File: src/sv/mvt_pkg.sv
// Shared types and constants for the matrix-vector transform block.
package mvt_pkg;

  localparam int unsigned LANES  = 4;
  localparam int unsigned DATA_W = 32;
  localparam int unsigned PROD_W = 2 * DATA_W;
  localparam int unsigned SUM_W  = PROD_W + 2;
  localparam int unsigned DIM_W  = 3;
  localparam int unsigned IDX_W  = 4;

  localparam logic [DIM_W-1:0] DIM_RESET = 3'd4;
  localparam logic [DIM_W-1:0] DIM_MIN   = 3'd2;

  typedef logic signed [DATA_W-1:0] data_t;

  localparam data_t SAT_MAX = {1'b0, {(DATA_W-1){1'b1}}};
  localparam data_t SAT_MIN = {1'b1, {(DATA_W-1){1'b0}}};

  typedef enum logic {
    OP_LOAD  = 1'b0,
    OP_XFORM = 1'b1
  } op_e;

  typedef struct packed {
    op_e              op;
    logic [IDX_W-1:0] entry_index;
    data_t            entry_value;
    data_t            vec_0;
    data_t            vec_1;
    data_t            vec_2;
    data_t            vec_3;
  } in_beat_t;

  typedef struct packed {
    data_t res_0;
    data_t res_1;
    data_t res_2;
    data_t res_3;
  } out_beat_t;

  typedef struct packed {
    logic prod_en;
    logic sum_en;
  } lane_ctrl_t;

endpackage

File: src/sv/mvt_merge.sv
// Merge stage: gathers lane results, zeroes inactive rows, holds the output beat.
module mvt_merge (
  input  logic                      clk_i,
  input  logic                      rst_ni,
  input  logic                      valid_i,
  input  mvt_pkg::data_t            res_i [mvt_pkg::LANES],
  input  logic [mvt_pkg::LANES-1:0] row_en_i,
  output logic                      take_o,
  output logic                      out_valid_o,
  input  logic                      out_stall_i,
  output mvt_pkg::out_beat_t        out_data_o
);
  import mvt_pkg::*;

  logic      valid_q;
  logic      valid_d;
  data_t     res_m [LANES];
  out_beat_t data_q;

  assign take_o  = valid_i && (!valid_q || !out_stall_i);
  assign valid_d = take_o || (valid_q && out_stall_i);

  always_comb begin
    for (int r = 0; r < LANES; r++) begin
      res_m[r] = row_en_i[r] ? res_i[r] : '0;
    end
  end

  always_ff @(posedge clk_i or negedge rst_ni) begin
    if (!rst_ni) begin
      valid_q <= 1'b0;
    end else begin
      valid_q <= valid_d;
    end
  end

  always_ff @(posedge clk_i) begin
    if (take_o) begin
      data_q.res_0 <= res_m[0];
      data_q.res_1 <= res_m[1];
      data_q.res_2 <= res_m[2];
      data_q.res_3 <= res_m[3];
    end
  end

  assign out_valid_o = valid_q;
  assign out_data_o  = data_q;

endmodule

File: config.mk
export PLATFORM = sky130hd
export DESIGN_NAME = mvt_merge
export DESIGN_NICKNAME = d
export VERILOG_FILES = /design/src/sv/mvt_pkg.sv /design/src/sv/mvt_merge.sv
export SDC_FILE = /design/constraint.sdc
export NUM_CORES = 1
export LEC_CHECK = 0
export BUFFER_PORTS_ARGS = -buffer_cell sky130_fd_sc_hd__buf_2
export CELL_PAD_IN_SITES_DETAIL_PLACEMENT = 1
export CELL_PAD_IN_SITES_GLOBAL_PLACEMENT = 2
export CORE_UTILIZATION = 29
export CTS_CLUSTER_DIAMETER = 50
export DETAILED_ROUTE_END_ITERATION = 7
export PLACE_DENSITY_LB_ADDON = 0.1
export SETUP_SLACK_MARGIN = 0.3
export SLEW_MARGIN = 40
export SYNTH_ARGS = -nofsm -noshare
export SYNTH_HDL_FRONTEND = slang
export SYNTH_SLANG_ARGS = --single-unit
File: constraint.sdc
create_clock -name clk_i -period 12.8 [get_ports clk_i]
set_input_delay 1.28 -clock clk_i [delete_from_list [all_inputs] [get_ports clk_i]]
set_output_delay 1.28 -clock clk_i [all_outputs]
set_load 0.01 [all_outputs]
[After elaboration in Yosys (flattened, before gate mapping)]
Cells that the tools add are included.
Cells by class
  reduce and logical (&&, ||, !) cells: 6
Operator list (number)
  $logic_and A1 B1 Y1: 2
  $logic_not A1 Y1: 2
  $logic_or A1 B1 Y1: 2
Word-level totals
  register bits after elaboration: 129
  bits of input ports: 136
  logic and storage cells: 11
  output and inout port bits: 130

[Longest topological paths before layout]
Gate-level depths: netlist of the first run.
  depth after elaboration: 4
  depth in mapped cells: 2
  depth with buffers taken out: 1

[Worst setup path before layout of the first run]
OpenSTA, ideal clock, no wires.
  kind: in2out
  from: input port valid_i
  to: output port take_o
  path slack: 777 ps
  stages: 1
  data required time: 11520 ps
  arrival time: 10743 ps
  path buffers: 0
  cell sequence: a21boi_0
Between the ends
  cells in the longest elaborated chain, start to end: 1
RTL lines
  start, declared: line mvt_merge.sv:5  | input logic valid_i,
  $logic_and A1 B1 Y1: line mvt_merge.sv:20  | assign take_o = valid_i && (!valid_q || !out_stall_i);
  end, declared: line mvt_merge.sv:8  | output logic take_o,
No other way between the ends.

[Worst setup path after layout of the first run]
Same ends and word-level chain as after synthesis.

==> results.md, run 1 <==
- List of cells traversed by the critical path: buf_2 -> a21boi_4 -> buf_2
- Busiest layer in global routing: met2
- Buffering stage count on the worst path with inverters included: 2
- Placeable core region: 16520 um^2
- Maximum clock frequency: 338.3 MHz
- Avg Vias per Cell: 4.062
- Post-layout worst setup margin: 9.844 ns
- Post-synth cell types: 6
- Average footprint of a synthesized cell: 18.10 um^2
- RD Place Congestion: 0.7213
- Minimum clock period after layout: 2.956 ns
- Largest vdd supply drop: 0.08193 mV
- Arrival time of the worst setup path: 1.68 ns
- DRC marker count from the first detailed-route iteration: 104
- Register bit total from synthesis: 129
- Sw Pwr: 0.2186 mW
- CP most frequent cell: sky130_fd_sc_hd__buf_2
- Vias in the first global route: 3260
- Worst Path Class, Setup: in2out
- Clock tree from TritonCTS: done
- Crit path capture: take_o
- Root Buffer: sky130_fd_sc_hd__clkbuf_16
- Kind of cell adding the most delay to the critical path: buffers and inverters
- Count of synthesis-stage warnings from yosys: 0
- RSZ-0062 raised after global routing: false
- Vias post-DR: 3164
- Final-report setup violation count: 0
- Worst rel slew slack: 51.44%
- Final worst-path cycle share: 23.09%
- Area growth from synthesis to layout: 44.90%
- Maximum number of pins on one net before global-route repair: 74
- Required time at the endpoint of the critical path: 11.52 ns
- Number of H-tree levels: 4
- Clk pwr share: 46.5%
- Clock tree sinks: 129
- Internal power summed over all cells: 0.8863 mW
- Total Wirelength: 11890 um
- Met1 usage in global routing: 15.11%
- M3 GR Usage: 7.805%
- Final routed wire length divided by cell count: 15.26 um
- Initial antenna violation count: 1
- DIE AREA: 17440 um^2
- Element type at the critical path start: input pin
- Postcts setup bufs: 0
- Cell area after technology mapping: 4905 um^2
- Commonest cells after routing, fill and taps aside: sky130_fd_sc_hd__buf_2, sky130_fd_sc_hd__and2_2, sky130_fd_sc_hd__edfxtp_1
- Iteration count of the initial detailed-routing pass: 5
- Actual slew at the worst max-slew pin: 0.7284 ns
- Cell at the slowest stage of the critical path: sky130_fd_sc_hd__a21boi_4
- Part of the power in registers: 45.3%
- Critical Path Start: valid_i
- IO Port Bufs: 265
- Sequential area share after synthesis: 78.88%
- Maximum fanout encountered on the critical timing path: 2
- Hold Violations, Final: 0
- Boundary Pins: 266
- Sequential standard cell area: 3869 um^2
- Setup slack, reg-to-reg: 10.53 ns
- Gates resized, CTS repair: 0
- Setup slack after placement: 9.525 ns
- Delay contributed by the slowest stage of the critical path: 0.16 ns
- Aggregate global routing overflow: 0
- Power density over the cells: 155.5 nW/um^2
- Leakage: 3.100 nW
- Wire length of the first global-routing pass: 18080 um
- Clock-pin slew reported for the worst setup and hold paths after clock tree synthesis: 0.06 ns
- Worst r2r dst: out_data_o[120]
- Met2 usage in global routing: 22.87%
- Std cell rows: 47
- Depth of the most critical reg-to-reg path: 3
- Result of the run: finished, final reports clean
- Most common cell after layout, fill and taps aside: sky130_fd_sc_hd__buf_2
- Die boundary height: 132.1 um
- Pins Over Slew Limit: 0
- Max-cap violations: 0
- Hold WC Path Type: reg2reg
- Effective utilization at floorplan: 29.68%
- Residual antenna-violating net count after detailed routing: 0
- Global Route Usage Sum: 14.00%
- Proportion of power drawn by combinational gates: 8.3%
- Sum Neg Setup Slack: 0 ns
- HPWL after DPL: 8660 um
- Worst Setup End Kind: primary output
- Number of buffers added by the clock tree synthesis step: 17
- Clock latency on the worst-skew pair: 0.41 ns
- Post-route DRC violation count: 0
- Ratio of cells with drive above 1 in the final layout: 75.63%
- Post-route core utilization: 43.01%
- Startpoint of the lowest-slack register-to-register path: out_valid_o
- Switching Share: 19.79%
- Number of stages on the worst setup path: 3
- Mapped Cells: 271
- Hold buffer count at cts: 0
- Layout net count: 681
- Multi-input gate area in the final layout: 987.2 um^2
- Synth Net Count: 407
- Buffer depth of the longest clock path: 2
- Layout filler cell count: 1767
- Chip Width: 132.1 um
- Setup Skew: 0.006783 ns
[area by class of cell]
cell class / count / area share (%)
timing repair buffer: 267 / 18.93
tap: 220 / 3.873
multi-input combinational: 130 / 13.89
sequential: 129 / 54.44
clock inverter: 5 / 1.761
antenna: 1 / 0.03521
clock buffer: 27 / 7.077
[power groups by stage]
stage / clock network [mW] / registers (mW) / logic [mW]
finish: 0.513 / 0.500 / 0.0914
global route: 0.544 / 0.502 / 0.100
CTS: 0.528 / 0.501 / 0.0945
detailed placement: 0 / 0.509 / 0.0943
global placement: 0 / 0.508 / 0.0919
floorplan: 0 / 0.532 / 0.0285
[cells in the mapped netlist]
cell type | instances | area (um^2)
sky130_fd_sc_hd__and2_2 | 128 | 960.9
sky130_fd_sc_hd__a21o_1 | 1 | 7.510
sky130_fd_sc_hd__edfxtp_1 | 128 | 3844
sky130_fd_sc_hd__a21boi_0 | 1 | 7.510
sky130_fd_sc_hd__clkbuf_2 | 12 | 60.06
sky130_fd_sc_hd__dfrtp_1 | 1 | 25.02
[routing by layer]
layer,wire length (um),vias to the layer above,share of wire [%]
met5,0,-,0
met2,5782,162,49
li1,-,1502,-
met3,1377,15,12
met1,4534,1485,38
met4,195,0,1.6
[per-stage QoR]
| stage | hold WS, ns | cells | instance area (um^2) | power (mW) |
|---|---|---|---|---|
| floorplan | 0.5343 | 271 | 4905 | 0.5607 |
| global placement | 0.5466 | 746 | 6472 | 0.6002 |
| detailed placement | 0.5635 | 746 | 6476 | 0.6034 |
| CTS | 0.5799 | 778 | 7104 | 1.123 |
| global route | 0.5975 | 778 | 7104 | 1.146 |
| finish | 0.5689 | 779 | 7107 | 1.105 |
[how the worst min path moves through the flow]
| stage | startpoint | to | slack, ns | cells past startpoint |
|---|---|---|---|---|
| 6_report | out_valid_o | out_valid_o | 0.57 | 1 |
| 2_1_floorplan | out_valid_o | out_valid_o | 0.53 | 1 |
| 5_1_grt | out_valid_o | out_valid_o | 0.60 | 1 |
| 4_1_cts | out_valid_o | out_valid_o | 0.58 | 1 |
| 3_3_place_gp | out_valid_o | out_valid_o | 0.55 | 1 |
| 3_5_place_dp | out_valid_o | out_valid_o | 0.56 | 1 |
[state kept, by name, summed over array words and instances, names as in the netlist]
register and count:
out_valid_o 1, out_data_o 128
[kinds of logic (layout without fill, tap and decap cells)]
| group | count (synthesis) | in the layout | synth area share, % |
|---|---|---|---|
| flops | 129 | 129 | 78.88 |
| compound gates | 2 | 2 | 0.3062 |
| buf+inv | 12 | 299 | 1.225 |
| simple gates | 128 | 128 | 19.59 |
| other cells | 0 | 1 | 0 |
No activity file was read; power rests on OpenSTA's default activity.
==> run 2: changes to the inputs <==
- clock period: 12.8 -> 2.95 ns (I/O delays scaled with it)
==> run 2 against run 1 <==
Routed wire length up 3.1%. Core utilization up 0.15 points. Via count up 0.41%. Critical path depth down 1. Combinational power rose to 4.5 times the previous value. Largest power group is now sequential cells. Clock power rose to 4.2 times the previous value. Die area unchanged. First-iteration DRC count up 14%.
==> results.md, run 2 (synthesized netlist as in run 1, its figures left out) <==
- Max-cap violations: 0 (unchanged)
- Actual slew at the worst max-slew pin: 0.7414 ns (+0.01308 ns)
- Element type at the critical path start: flip-flop
- Setup slack after placement: 1.217 ns (-8.307 ns)
- Largest vdd supply drop: 0.3320 mV (+310%)
- Post-route core utilization: 43.16% (+0.15 points)
- Post-Place Cells: 747 (+0.13%)
- RSZ-0062 raised after global routing: false
- Aggregate global routing overflow: 0 (unchanged)
- DRC marker count from the first detailed-route iteration: 119 (+14%)
- IO Port Bufs: 265 (unchanged)
- Worst Setup End Kind: primary output
- Sequential standard cell area: 3870 um^2 (about the same)
- Multi-input gate area in the final layout: 987.2 um^2 (unchanged)
- Initial antenna violation count: 1 (unchanged)
- Avg Vias per Cell: 4.068 (+0.15%)
- Pins Over Slew Limit: 0 (unchanged)
- Required time at the endpoint of the critical path: 2.65 ns (-8.87 ns)
- Number of buffers added by the clock tree synthesis step: 17 (unchanged)
- Number of flip-flops under the largest register name: 128 (unchanged)
- Layout Cells excl Fill: 781 (+0.26%)
- Maximum number of pins on one net before global-route repair: 44 (-41%)
- Leakage: 3.097 nW (-0.12%)
- Power density over the cells: 662.6 nW/um^2 (+330%)
- Clock latency on the worst-skew pair: 0.41 ns (about the same)
- Commonest cells after routing, fill and taps aside: sky130_fd_sc_hd__buf_2, sky130_fd_sc_hd__and2_2, sky130_fd_sc_hd__edfxtp_1
- DIE AREA: 17440 um^2 (unchanged)
- Residual antenna-violating net count after detailed routing: 0 (unchanged)
- Placeable core region: 16520 um^2 (unchanged)
- Global Route Usage Sum: 14.53% (+0.53 points)
- Maximum fanout encountered on the critical timing path: 18 (+16)
- Clock-pin slew reported for the worst setup and hold paths after clock tree synthesis: 0.05 ns (about the same)
- Effective utilization at floorplan: 29.68% (unchanged)
- Hold Violations, Final: 0 (unchanged)
- Sum Neg Setup Slack: 0 ns (unchanged)
- Maximum clock frequency: 503.7 MHz
- Layout filler cell count: 1756 (-0.62%)
- Area growth from synthesis to layout: 45.41%
- Total Wirelength: 12260 um (+3.1%)
- Chip Width: 132.1 um (unchanged)
- Boundary Pins: 266 (unchanged)
- Arrival time of the worst setup path: 1.69 ns (about the same)
- Gates resized, CTS repair: 0 (unchanged)
- Setup slack, reg-to-reg: 1.24 ns (-9.29 ns)
- Post-layout worst setup margin: 0.9648 ns (-8.880 ns)
- Iteration count of the initial detailed-routing pass: 4 (-1)
- Worst Path Class, Setup: reg2out
- Buffer depth of the longest clock path: 2 (unchanged)
- Most common cell after layout, fill and taps aside: sky130_fd_sc_hd__buf_2
- Post-route DRC violation count: 0 (unchanged)
- Result of the run: finished, final reports clean
- Final-report setup violation count: 0 (unchanged)
- Hold WC Path Type: in2reg
- Vias in the first global route: 3366 (+3.3%)
- Root Buffer: sky130_fd_sc_hd__clkbuf_16
- HPWL after DPL: 9020 um (+4.1%)
- Die boundary height: 132.1 um (unchanged)
- Ratio of cells with drive above 1 in the final layout: 75.71% (+0.087 points)
- Number of H-tree levels: 4 (unchanged)
- Clock tree from TritonCTS: done
- Layout net count: 683 (+0.29%)
- Minimum clock period after layout: 1.985 ns
- Final worst-path cycle share: 67.29%
- Wire length of the first global-routing pass: 18810 um (+4.0%)
- Std cell rows: 47 (unchanged)
- Clock tree sinks: 129 (unchanged)
- Final routed wire length divided by cell count: 15.69 um (+2.8%)
- Vias post-DR: 3177 (+0.41%)
- Worst rel slew slack: 50.45% (-1.0 points)
- Setup Skew: 0.005049 ns (-0.001734 ns)
- RD Place Congestion: 0.7209 (about the same)
-- run 2: changes by cell type in the layout (fill, tap and decap cells not counted), moves of 3 or more --
cell / change
sky130_fd_sc_hd__buf_12: +3
sky130_fd_sc_hd__clkinv_1: +4
sky130_fd_sc_hd__clkinvlp_4: +3
sky130_fd_sc_hd__clkbuf_1: -4
sky130_fd_sc_hd__clkbuf_8: -4
-- run 2: cell type report --
type	count	share of cell area, %
Tap cell	220	3.860
Timing Repair Buffer	269	19.58
Multi-Input combinational cell	130	13.84
Sequential cell	129	54.26
Clock inverter	13	2.351
Clock buffer	19	6.070
Antenna cell	1	0.03509
-- run 2: final timing paths --
kind,start,endpoint,cells past startpoint
max reg2reg,out_valid_o,out_data_o[112],2
min in group asynchronous,rst_ni,out_valid_o,2
max,out_valid_o,take_o,2
min,valid_i,out_valid_o,2
max in group asynchronous,rst_ni,out_valid_o,2
min reg2reg,out_valid_o,out_valid_o,1
-- run 2: report_power, final --
group | internal, mW | switching, mW | total (mW)
clock network | 1.40 | 0.749 | 2.15
registers | 2.15 | 0.0251 | 2.17
logic | 0.202 | 0.207 | 0.408
-- run 2: stage by stage --
stage	power, mW	instance area [um^2]	hold slack [ns]
global route	4.911	7129	0.08086
CTS	4.803	7129	0.06053
detailed placement	2.628	6519	0.07423
global placement	2.618	6519	0.06980
finish	4.726	7132	0.08602
floorplan	2.401	4917	-0.0005911
-- run 2: routing by layer --
metal / vias to the layer above / GRT usage [%] / wire, um
met4: 0 / 5.814 / 120
met5: - / 0 / 0
met3: 8 / 7.036 / 1162
met2: 167 / 24.40 / 6088
met1: 1499 / 15.71 / 4885
li1: 1503 / - / -
-- run 2: worst max-delay path: stages, from the launching register on --
cell and delay, ns:
sky130_fd_sc_hd__dfrtp_2 0.42, sky130_fd_sc_hd__a21boi_4 0.61, sky130_fd_sc_hd__buf_2 0.25
-- run 2: repair_timing --
action                    4_1_cts  5_1_grt
hold endpoints to repair        1        0
setup buffers                   0        0
hold buffers                    1        0
